## config.mk

```make
export PLATFORM = sky130hd
export DESIGN_NAME = gamepad_input_change_detector_unit
export DESIGN_NICKNAME = d
export VERILOG_FILES = /design/src/gicd_pkg.sv /design/src/gicd_divider.sv /design/src/gicd_axis_store.sv /design/src/gamepad_input_change_detector_unit.sv
export SDC_FILE = /design/constraint.sdc
export NUM_CORES = 2
export LEC_CHECK = 0
export BUFFER_PORTS_ARGS = -buffer_cell sky130_fd_sc_hd__buf_2
export CORE_MARGIN = 4
export CORE_UTILIZATION = 68
export DETAILED_ROUTE_END_ITERATION = 10
export GPL_ROUTABILITY_DRIVEN = 0
export PLACE_DENSITY_LB_ADDON = 0.3
export SKIP_CTS_REPAIR_TIMING = 1
export SYNTH_ARGS = -nofsm -noshare
export SYNTH_HDL_FRONTEND = slang
export SYNTH_SLANG_ARGS = --single-unit
```

## constraint.sdc

```tcl
create_clock -name clk -period 14.45 [get_ports clk]
set_input_delay 1.445 -clock clk [delete_from_list [all_inputs] [get_ports clk]]
set_output_delay 1.445 -clock clk [all_outputs]
set_load 0.005 [all_outputs]
```

## src/gicd_pkg.sv

```systemverilog
// Shared types and constants for the gamepad input change detector.
// Used by the divider, the axis history store and the top level.
`default_nettype none
package gicd_pkg;

  localparam int PAD_SLOTS    = 8;
  localparam int BUTTON_COUNT = 21;
  localparam int AXIS_COUNT   = 6;

  localparam int SLOT_W  = 3;
  localparam int INDEX_W = 5;
  localparam int RAW_W   = 16;
  localparam int CFG_W   = 15;

  localparam int AXIS_ENTRIES = PAD_SLOTS * AXIS_COUNT;
  localparam int POS_W        = (AXIS_ENTRIES > 1) ? $clog2(AXIS_ENTRIES) : 1;

  localparam int Q_W       = 15;
  localparam int NUM_W     = 2 * Q_W;
  localparam int DIV_STEPS = Q_W;
  localparam int CNT_W     = $clog2(DIV_STEPS);

  localparam logic [Q_W-1:0]   FULL_SCALE      = 15'd32767;
  localparam logic [CFG_W-1:0] DEAD_ZONE_RESET = 15'd8000;
  localparam logic [CFG_W-1:0] THRESHOLD_RESET = 15'd1638;

  localparam logic [1:0] REG_DEAD_ZONE = 2'd0;
  localparam logic [1:0] REG_THRESHOLD = 2'd1;

  localparam logic EV_BUTTON = 1'b0;
  localparam logic EV_AXIS   = 1'b1;

  typedef enum logic [1:0] {
    KIND_BUTTON = 2'd0,
    KIND_AXIS   = 2'd1,
    KIND_CLEAR  = 2'd2
  } kind_t;

  typedef enum logic [2:0] {
    S_IDLE,
    S_BUTTON,
    S_MULT,
    S_PREP,
    S_DIV,
    S_SIGN,
    S_EVAL,
    S_EMIT
  } state_t;

  typedef struct packed {
    logic             start;
    logic [NUM_W-1:0] num;
    logic [Q_W-1:0]   den;
  } div_req_t;

  typedef struct packed {
    logic              rd_en;
    logic [POS_W-1:0]  rd_addr;
    logic              wr_en;
    logic [POS_W-1:0]  wr_addr;
    logic [RAW_W-1:0]  wr_data;
    logic              clr_en;
    logic [SLOT_W-1:0] clr_slot;
  } store_req_t;

endpackage
`default_nettype wire

```

## src/gicd_divider.sv

```systemverilog
// Restoring divider, one quotient bit per cycle, for the axis rescale.
// Depends on gicd_pkg; the caller keeps the quotient below 2**Q_W.
`default_nettype none
module gicd_divider (
  input  wire logic                clk,
  input  wire logic                rst,
  input  wire gicd_pkg::div_req_t  req,
  output logic                     done,
  output logic [gicd_pkg::Q_W-1:0] quotient
);
  import gicd_pkg::*;

  logic             busy;
  logic [CNT_W-1:0] count;
  logic [Q_W-1:0]   rem;
  logic [Q_W-1:0]   den;
  logic [Q_W:0]     partial;
  logic [Q_W+1:0]   trial;
  logic             ge;

  assign partial = {rem, quotient[Q_W-1]};
  assign trial   = {1'b0, partial} - {2'b00, den};
  assign ge      = !trial[Q_W+1];

  always_ff @(posedge clk) begin
    if (rst) begin
      busy  <= 1'b0;
      done  <= 1'b0;
      count <= '0;
    end else begin
      done <= 1'b0;
      if (req.start) begin
        busy  <= 1'b1;
        count <= '0;
      end else if (busy) begin
        count <= count + 1'b1;
        if (count == CNT_W'(DIV_STEPS - 1)) begin
          busy <= 1'b0;
          done <= 1'b1;
        end
      end
    end
  end

  always_ff @(posedge clk) begin
    if (req.start) begin
      rem      <= req.num[NUM_W-1:Q_W];
      quotient <= req.num[Q_W-1:0];
      den      <= req.den;
    end else if (busy) begin
      rem      <= ge ? trial[Q_W-1:0] : partial[Q_W-1:0];
      quotient <= {quotient[Q_W-2:0], ge};
    end
  end

endmodule
`default_nettype wire

```

## src/gicd_axis_store.sv

```systemverilog
// Last reported axis value for every slot and axis, one entry per pair.
// Depends on gicd_pkg; entries without a valid bit read as zero.
`default_nettype none
module gicd_axis_store (
  input  wire logic                  clk,
  input  wire logic                  rst,
  input  wire gicd_pkg::store_req_t  req,
  output logic [gicd_pkg::RAW_W-1:0] rd_data
);
  import gicd_pkg::*;

  logic [RAW_W-1:0]        mem [AXIS_ENTRIES];
  logic [AXIS_ENTRIES-1:0] valid;

  always_ff @(posedge clk) begin
    if (req.wr_en) begin
      mem[req.wr_addr] <= req.wr_data;
    end
    if (req.rd_en) begin
      rd_data <= valid[req.rd_addr] ? mem[req.rd_addr] : '0;
    end
  end

  always_ff @(posedge clk) begin
    if (rst) begin
      valid <= '0;
    end else begin
      if (req.wr_en) begin
        valid[req.wr_addr] <= 1'b1;
      end
      if (req.clr_en) begin
        for (int a = 0; a < AXIS_COUNT; a++) begin
          valid[POS_W'(int'(req.clr_slot) * AXIS_COUNT + a)] <= 1'b0;
        end
      end
    end
  end

endmodule
`default_nettype wire

```

## src/gamepad_input_change_detector_unit.sv

```systemverilog
// Gamepad input change detector: sequencer, history and output beat register.
// Depends on gicd_pkg, gicd_divider and gicd_axis_store.
// Axis item: scaled by the 15-step serial divider, which is skipped in the dead zone or saturated.
// Button, clear and ignored items bypass the divider. One item at a time.
// An event waits in the emit state while the previous beat waits in the output register.
// Reset (rst, synchronous): histories zero, dead_zone 8000, emit_threshold 1638.
`default_nettype none
module gamepad_input_change_detector_unit (
  input  wire logic                    clk,
  input  wire logic                    rst,
  input  wire logic                    in_valid,
  output logic                         in_ready,
  input  wire logic [1:0]              kind,
  input  wire logic [2:0]              pad_slot,
  input  wire logic [4:0]              control_index,
  input  wire logic signed [15:0]      axis_raw,
  input  wire logic                    button_level,
  output logic                         out_valid,
  input  wire logic                    out_ready,
  output logic                         event_kind,
  output logic [2:0]                   event_slot,
  output logic [4:0]                   event_index,
  output logic                         pressed,
  output logic signed [15:0]           axis_value,
  input  wire logic                    cfg_valid,
  output logic                         cfg_ready,
  input  wire logic [1:0]              cfg_index,
  input  wire logic [14:0]             cfg_data
);
  import gicd_pkg::*;

  state_t state, state_next;

  logic [CFG_W-1:0] dead_zone;
  logic [CFG_W-1:0] emit_threshold;

  logic [BUTTON_COUNT-1:0] button_hist [PAD_SLOTS];

  logic               item_kind_axis;
  logic [SLOT_W-1:0]  item_slot;
  logic [INDEX_W-1:0] item_idx;
  logic [RAW_W-1:0]   item_raw;
  logic               item_level;
  logic [POS_W-1:0]   item_pos;

  logic             neg;
  logic             below;
  logic             full;
  logic [NUM_W-1:0] num;
  logic [Q_W-1:0]   q;
  logic signed [RAW_W-1:0] value;

  logic accept;
  logic slot_ok;
  logic out_free;
  logic emit_go;
  logic btn_changed;
  logic axis_emit;
  logic sat;
  logic [Q_W-1:0]   den;
  logic [RAW_W-1:0] mag;
  logic [RAW_W-1:0] mag_off;
  logic [POS_W-1:0] in_pos;
  logic signed [RAW_W-1:0] prev;
  logic signed [RAW_W:0]   diff;
  logic [RAW_W:0]          diff_abs;

  div_req_t         div_req;
  logic             div_done;
  logic [Q_W-1:0]   div_q;
  store_req_t       store_req;
  logic [RAW_W-1:0] store_rd;

  gicd_divider u_div (
    .clk      (clk),
    .rst      (rst),
    .req      (div_req),
    .done     (div_done),
    .quotient (div_q)
  );

  gicd_axis_store u_store (
    .clk     (clk),
    .rst     (rst),
    .req     (store_req),
    .rd_data (store_rd)
  );

  assign cfg_ready = 1'b1;
  assign accept    = in_valid && in_ready;
  assign slot_ok   = int'(pad_slot) < PAD_SLOTS;
  assign in_pos    = POS_W'(int'(pad_slot) * AXIS_COUNT + int'(control_index));
  assign out_free  = !out_valid || out_ready;

  assign den     = FULL_SCALE - dead_zone;
  assign mag     = item_raw[RAW_W-1] ? RAW_W'(-item_raw) : item_raw;
  assign mag_off = mag - {1'b0, dead_zone};
  assign sat     = num >= {den, {Q_W{1'b0}}};

  assign btn_changed = button_hist[item_slot][item_idx] != item_level;

  assign prev      = signed'(store_rd);
  assign diff      = {value[RAW_W-1], value} - {prev[RAW_W-1], prev};
  assign diff_abs  = diff[RAW_W] ? -diff : diff;
  assign axis_emit = ((prev == '0) != (value == '0)) ||
                     (diff_abs >= {2'b00, emit_threshold});

  // next state
  always_comb begin
    state_next = state;
    case (state)
      S_IDLE: begin
        if (accept && slot_ok) begin
          case (kind_t'(kind))
            KIND_BUTTON: if (int'(control_index) < BUTTON_COUNT) state_next = S_BUTTON;
            KIND_AXIS:   if (int'(control_index) < AXIS_COUNT) state_next = S_MULT;
            default:     state_next = S_IDLE;
          endcase
        end
      end
      S_BUTTON: state_next = btn_changed ? S_EMIT : S_IDLE;
      S_MULT:   state_next = S_PREP;
      S_PREP:   state_next = (below || full || sat) ? S_SIGN : S_DIV;
      S_DIV:    if (div_done) state_next = S_SIGN;
      S_SIGN:   state_next = S_EVAL;
      S_EVAL:   state_next = axis_emit ? S_EMIT : S_IDLE;
      S_EMIT:   if (out_free) state_next = S_IDLE;
      default:  state_next = S_IDLE;
    endcase
  end

  // outputs of the sequencer
  always_comb begin
    in_ready           = 1'b0;
    emit_go            = 1'b0;
    div_req.start      = 1'b0;
    div_req.num        = num;
    div_req.den        = den;
    store_req.rd_en    = 1'b0;
    store_req.rd_addr  = in_pos;
    store_req.wr_en    = 1'b0;
    store_req.wr_addr  = item_pos;
    store_req.wr_data  = value;
    store_req.clr_en   = 1'b0;
    store_req.clr_slot = pad_slot;
    case (state)
      S_IDLE: begin
        in_ready           = 1'b1;
        store_req.rd_en    = accept;
        store_req.clr_en   = accept && slot_ok && (kind_t'(kind) == KIND_CLEAR);
      end
      S_PREP:  div_req.start   = !(below || full || sat);
      S_EVAL:  store_req.wr_en = axis_emit;
      S_EMIT:  emit_go         = out_free;
      default: ;
    endcase
  end

  always_ff @(posedge clk) begin
    if (rst) begin
      state          <= S_IDLE;
      dead_zone      <= DEAD_ZONE_RESET;
      emit_threshold <= THRESHOLD_RESET;
      out_valid      <= 1'b0;
      for (int s = 0; s < PAD_SLOTS; s++) begin
        button_hist[s] <= '0;
      end
    end else begin
      state <= state_next;
      if (cfg_valid && cfg_ready) begin
        case (cfg_index)
          REG_DEAD_ZONE: dead_zone      <= cfg_data;
          REG_THRESHOLD: emit_threshold <= cfg_data;
          default: ;
        endcase
      end
      if (emit_go) begin
        out_valid <= 1'b1;
      end else if (out_ready) begin
        out_valid <= 1'b0;
      end
      if (store_req.clr_en) begin
        button_hist[pad_slot] <= '0;
      end else if (state == S_BUTTON && btn_changed) begin
        button_hist[item_slot][item_idx] <= item_level;
      end
    end
  end

  // item and datapath registers
  always_ff @(posedge clk) begin
    if (accept) begin
      item_kind_axis <= kind_t'(kind) == KIND_AXIS;
      item_slot      <= pad_slot;
      item_idx       <= control_index;
      item_raw       <= axis_raw;
      item_level     <= button_level;
      item_pos       <= in_pos;
    end
    case (state)
      S_MULT: begin
        neg   <= item_raw[RAW_W-1];
        below <= mag < {1'b0, dead_zone};
        full  <= dead_zone == FULL_SCALE;
        num   <= NUM_W'(mag_off) * NUM_W'(FULL_SCALE);
      end
      S_PREP: begin
        q <= below ? '0 : FULL_SCALE;
      end
      S_DIV: begin
        if (div_done) q <= div_q;
      end
      S_SIGN: begin
        value <= neg ? -signed'({1'b0, q}) : signed'({1'b0, q});
      end
      default: ;
    endcase
    if (emit_go) begin
      event_kind  <= item_kind_axis ? EV_AXIS : EV_BUTTON;
      event_slot  <= item_slot;
      event_index <= item_idx;
      pressed     <= item_kind_axis ? 1'b0 : item_level;
      axis_value  <= item_kind_axis ? value : '0;
    end
  end

endmodule
`default_nettype wire

```

# Word-level counts from Yosys, hierarchy flattened
# Memory sizes are Yosys's and may differ from the RTL's. A register that Yosys moved wholly into a read port is not among the register bits.
# Cells that the tools add are included.
# totals
out_inout_bits	29
ram_bits	936
reg_bits	255
elab_cells	212
in_bits	49
memories	2
# memory_table
memory	words	word_bits	rd	rd_ports_with_merged_regs	wr	line_no	rtl
u_store.mem	48	16	1	1	1	gicd_axis_store.sv:12	logic [RAW_W-1:0] mem [AXIS_ENTRIES];
button_hist	8	21	1	1	8	gamepad_input_change_detector_unit.sv:37	logic [BUTTON_COUNT-1:0] button_hist [PAD_SLOTS];
# classes
n_reduce_logical	35
n_eq_ne	19
mul	2
muxes	75
bitwise_logic	14
n_lt_le_gt_ge	22
n_addsub	14
# op_table
cell	count
48-bit AND	6
48-bit inverter	5
48-bit 2-to-1 mux	3
15-bit 2-to-1 mux	8
21-bit 2-to-1 mux	4
6-bit by 8-bit less-than comparator with 1-bit output, second input constant	6
47-bit inverter with 48-bit output	1
48-bit bitwise OR	1
6-bit by 1-bit >= comparator with 1-bit output, second input constant	7
21-bit OR reduction	2
1-bit demux with 6-bit select	6
1-bit 2-to-1 mux	35
16-bit zero test	2
30-bit >= comparator	1
16-bit by 15-bit multiplier with 30-bit output, second input constant	1
3-bit 2-to-1 mux	10
15-bit one-hot mux with 2 select lines	1
3-bit one-hot mux with 8 select lines	1
17-bit by 15-bit >= comparator with 1-bit output	1
17-bit 2-to-1 mux	1
17-bit negation	1
16-bit by 15-bit subtractor with 17-bit output	1
16-bit by 16-bit subtractor with 17-bit output	1
16-bit by 15-bit less-than comparator with 1-bit output	1
42 further kinds	75

# Longest topological paths before layout
# depth
ltp_word	15
depth_mapped	36
ltp_nobuf	36

# Hierarchy
# Synthesis repeated with hierarchy kept, for this count alone.
# hier_totals
cells_unflattened	4110
hier_area_um2	58812.7
# modules_own_cells
mod	seq_area_each_um2	cells_each	area_each_um2	instances
gicd_axis_store	24503.5	1692	33185.6	1
gamepad_input_change_detector_unit	9419.0	2169	22683.0	1
gicd_divider	1471.4	249	2944.1	1

# Worst setup path after synthesis
# Ideal clock, no wire load.
# synth_path
kind	register to register
startpoint	reg item_raw[2]
endpoint	reg num[28], data pin
arrival_time_ns	8.035
stages_incl_launch_ff	35
required_time_ns	14.184
synth_period_minus_slack_ns	8.301
setup_time_ns	0.266
slack_ns	6.149
path_buffers	0
path_cell_list	edfxtp_1 > nor3_1 > nand3b_1 > or2_2 > o21ai_0 > xnor2_1 > ha_1 > and2_1 > a31o_2 > o311ai_0 > a21oi_1 > o21ai_0 > nand2b_1 > xor2_1 > fa_1 > inv_1 > fa_1 > fa_1 > inv_1 > fa_1 > fa_1 > inv_1 > fa_1 > inv_1 > ha_1 > o21a_1 > o21a_1 > o21ai_0 > nand2b_1 > nand3_1 > a31oi_1 > nor2_1 > o21ai_0 > o41ai_1 > xnor2_1
# synth_between
elab_chain_len	4
# synth_rtl
element	line_no	rtl
start, declared	gamepad_input_change_detector_unit.sv:42	logic [RAW_W-1:0] item_raw;
start signal, assigned	gamepad_input_change_detector_unit.sv:196	item_raw <= axis_raw;
16-bit negation	gamepad_input_change_detector_unit.sv:96	assign mag = item_raw[RAW_W-1] ? RAW_W'(-item_raw) : item_raw;
16-bit 2-to-1 mux (*)	gamepad_input_change_detector_unit.sv:96	
16-bit by 15-bit subtractor with 16-bit output (*)	gamepad_input_change_detector_unit.sv:97	assign mag_off = mag - {1'b0, dead_zone};
16-bit by 15-bit multiplier with 30-bit output (*)	gamepad_input_change_detector_unit.sv:205	num <= NUM_W'(mag_off) * NUM_W'(FULL_SCALE);
end signal, assigned	gamepad_input_change_detector_unit.sv:205	
end, declared	gamepad_input_change_detector_unit.sv:49	logic [NUM_W-1:0] num;
# Mark *: on every way between the ends. The rest lies on a longest branch, timed or not.
# A chain may end at the register's enable or synchronous reset.

# Worst setup path in the final report
# layout_path
startpoint	reg item_raw[2]
endpoint	reg num[29], data pin
# The elaborated chain is that of the path after synthesis.

==> flow_summary.yaml <==
drt:
  first_iter_violations: 4943
  first_pass_iters: 6
  drt_drc_violations_left: 0
  wl_met2_um: 73000
  highest_layer: "met4"
  drt-total-wl_um: 146000
  route.antenna.remaining_nets: 0
  wl_per_cell_um: 27.3
  vias: 36091
  via_per_inst: 6.75
  met3WireLength_um: 14800
  drt-met1-wl_um: 53100
sta:
  hold_viol: 0
  setup_slack_ps: 5210
  tns_ps: 0
  period_share: 0.639
  hold_ws_ps: 458
  skew_ps: 55.4
  fmax_ghz: 0.108
  setup_viol_count_final: 0
  maxSlewViolCount: 0
  worst_pin_slew_ps: 1200
  post-route-min-period_ps: 9240
  max_slew_margin: 0.199
  rsz0062_at_grt: "no"
synthesis:
  yosysTopAreaCell: "edfxtp_1"
  netlist_instances: 4042
  ys_types: 81
  ys_seq_area_frac: 0.602
  ys.flop_type: "edfxtp_1"
  synth_edf_count: 1118
  synthArstFlopShare: 0
  ys_warn_count: 0
  synth_nets: 4381
  syn_area_per_cell_um2: 14.5
  yosysTopAreaCellShare: 0.571
  yosys-top-cells-area: "edfxtp_1, mux4_2, ha_1"
  synth-seq-cells: 1209
  netlist_area_um2: 58800
critical_path:
  worstSetupPathType: "flip-flop to flip-flop"
  r2r_setup_slack_ps: 5210
  crit_family: "adder cells"
  cp-start-kind: "flip-flop"
  max_stage_delay_ps: 560
  end_kind: "flip-flop"
  critPathMaxFanout: 7
  arrival_ps: 9640
  cp_num_buf_inv: 5
  crit_required_ps: 14850
  slowest_stage: "fa_1"
clock_network:
  cts-root-buf: "clkbuf_16"
  numCtsBuffers: 115
  clockBufferDepth: 3
  ctsHtreeMaxLevel: 3
  cts_tree: "yes"
  clk_latency_ps: 710
  cts_sinks: 1209
  clkTransAtPathRegs_ps: 60
grt:
  grt.total_usage: 0.325
  grt_max_degree: 108
  grt_antenna_before_repair: 2
  grt_pass1_vias: 36532
  grt_pass1_wl_um: 223000
  gr-total-overflow: 0
cells_and_area:
  final_cell_count_no_fill: 5346
  antenna_cells: 0
  drive_above_1_share: 0.181
  layout_commonest_cell: "edfxtp_1"
  fill_cells: 4937
  nets: 4442
  layout_common_cells: "edfxtp_1, nor2_1, mux4_2"
  area_growth_pct: 9.77
floorplan:
  io_pins: 78
  core_area_um2: 85400
  die_area_um2: 91200
  die_x_um: 302
  initial_utilization: 0.688
  rows: 107
  die_y_um: 302
placed_design:
  dpl.hpwl_um: 88800
  port_buffers: 76
  dp_worst_setup_slack_ps: 5350
  placed_cells_incl_taps: 5130
outcome:
  status: "complete, no violations"
min_path:
  hold_class: "flip-flop to flip-flop"
job:
  max-cap-violations: 0
-- flip-flops by register name, summed over array words and instances (netlist names), 4 cells and up, named ones only --
name	count
u_store.mem	768
button_hist	168
u_store.valid	48
num	30
axis_value	16
item_raw	16
u_store.rd_data	16
value	16
dead_zone	15
emit_threshold	15
q	15
u_div.den	15
u_div.quotient	15
u_div.rem	15
event_index	5
item_idx	5
item_pos	5
u_div.count	4
-- tightest hold or removal path, delay by kind of cell, from the launching register on --
family / cells / cell delay [ps]
simple gates: 1 / 50
compound gates: 1 / 50
flops: 1 / 310
-- synth_stat cells, drive strengths merged, types with 18 or more instances --
cell type	count
nand2	199
o21bai	107
inv	260
nand2b	61
dfxtp	91
xor2	36
nor4	18
clkbuf	166
a21o	110
ha	183
or2	25
nand3	44
edfxtp	1118
nand4	22
xnor2	86
mux4	297
nor2b	23
nor2	391
nor3	83
a22oi	26
o21ai	80
o31ai	28
mux2i	20
and2	27
buf	68
a21oi	125
fa	107
a31oi	48
-- final timing paths --
check	startpoint	end	depth (start not counted)
min reg2reg	emit_threshold[4]$_SDFFE_PP0P_	emit_threshold[4]$_SDFFE_PP0P_	2
max reg2reg	item_raw[2]$_DFFE_PP_	num[29]$_DFFE_PP_	34
max	item_raw[2]$_DFFE_PP_	num[29]$_DFFE_PP_	34
min	emit_threshold[4]$_SDFFE_PP0P_	emit_threshold[4]$_SDFFE_PP0P_	2
-- stage by stage --
| stage | instance area (um^2) | util |
|---|---|---|
| detailed placement | 60700 | 0.711 |
| global placement | 60700 | 0.711 |
| finish | 64500 | 0.755 |
| global route | 64500 | 0.755 |
| CTS | 64500 | 0.755 |
| floorplan | 58800 | - |
-- layer usage --
metal	vias to the layer above	global-route usage
li1	15358	-
met2	2271	0.539
met4	0	0.112
met1	18054	0.448
met5	-	0
met3	408	0.0514
-- area by class of cell --
cell class	count	area (um^2)	area share
multi-input combinational	2338	21700	0.337
sequential	1209	35400	0.549
timing repair buffer	178	1160	0.0180
tap	1144	1430	0.0222
inverter	261	980	0.0152
clock inverter	73	751	0.0116
clock buffer	143	3070	0.0475
-- cell families (layout without fill, tap and decap cells) --
logic type	Yosys count	after routing	synth area share
flops	1209	1209	0.602
simple gates	946	946	0.0745
compound gates	657	657	0.0779
buf+inv	495	655	0.0333
mux	322	322	0.118
fa+ha+maj	290	290	0.0754
xor+xnor	122	122	0.0184
other cells	1	1	0.0000638
Power is not shown: default switching activity piles up to over one toggle a cycle in this logic, so the estimate is an artifact.
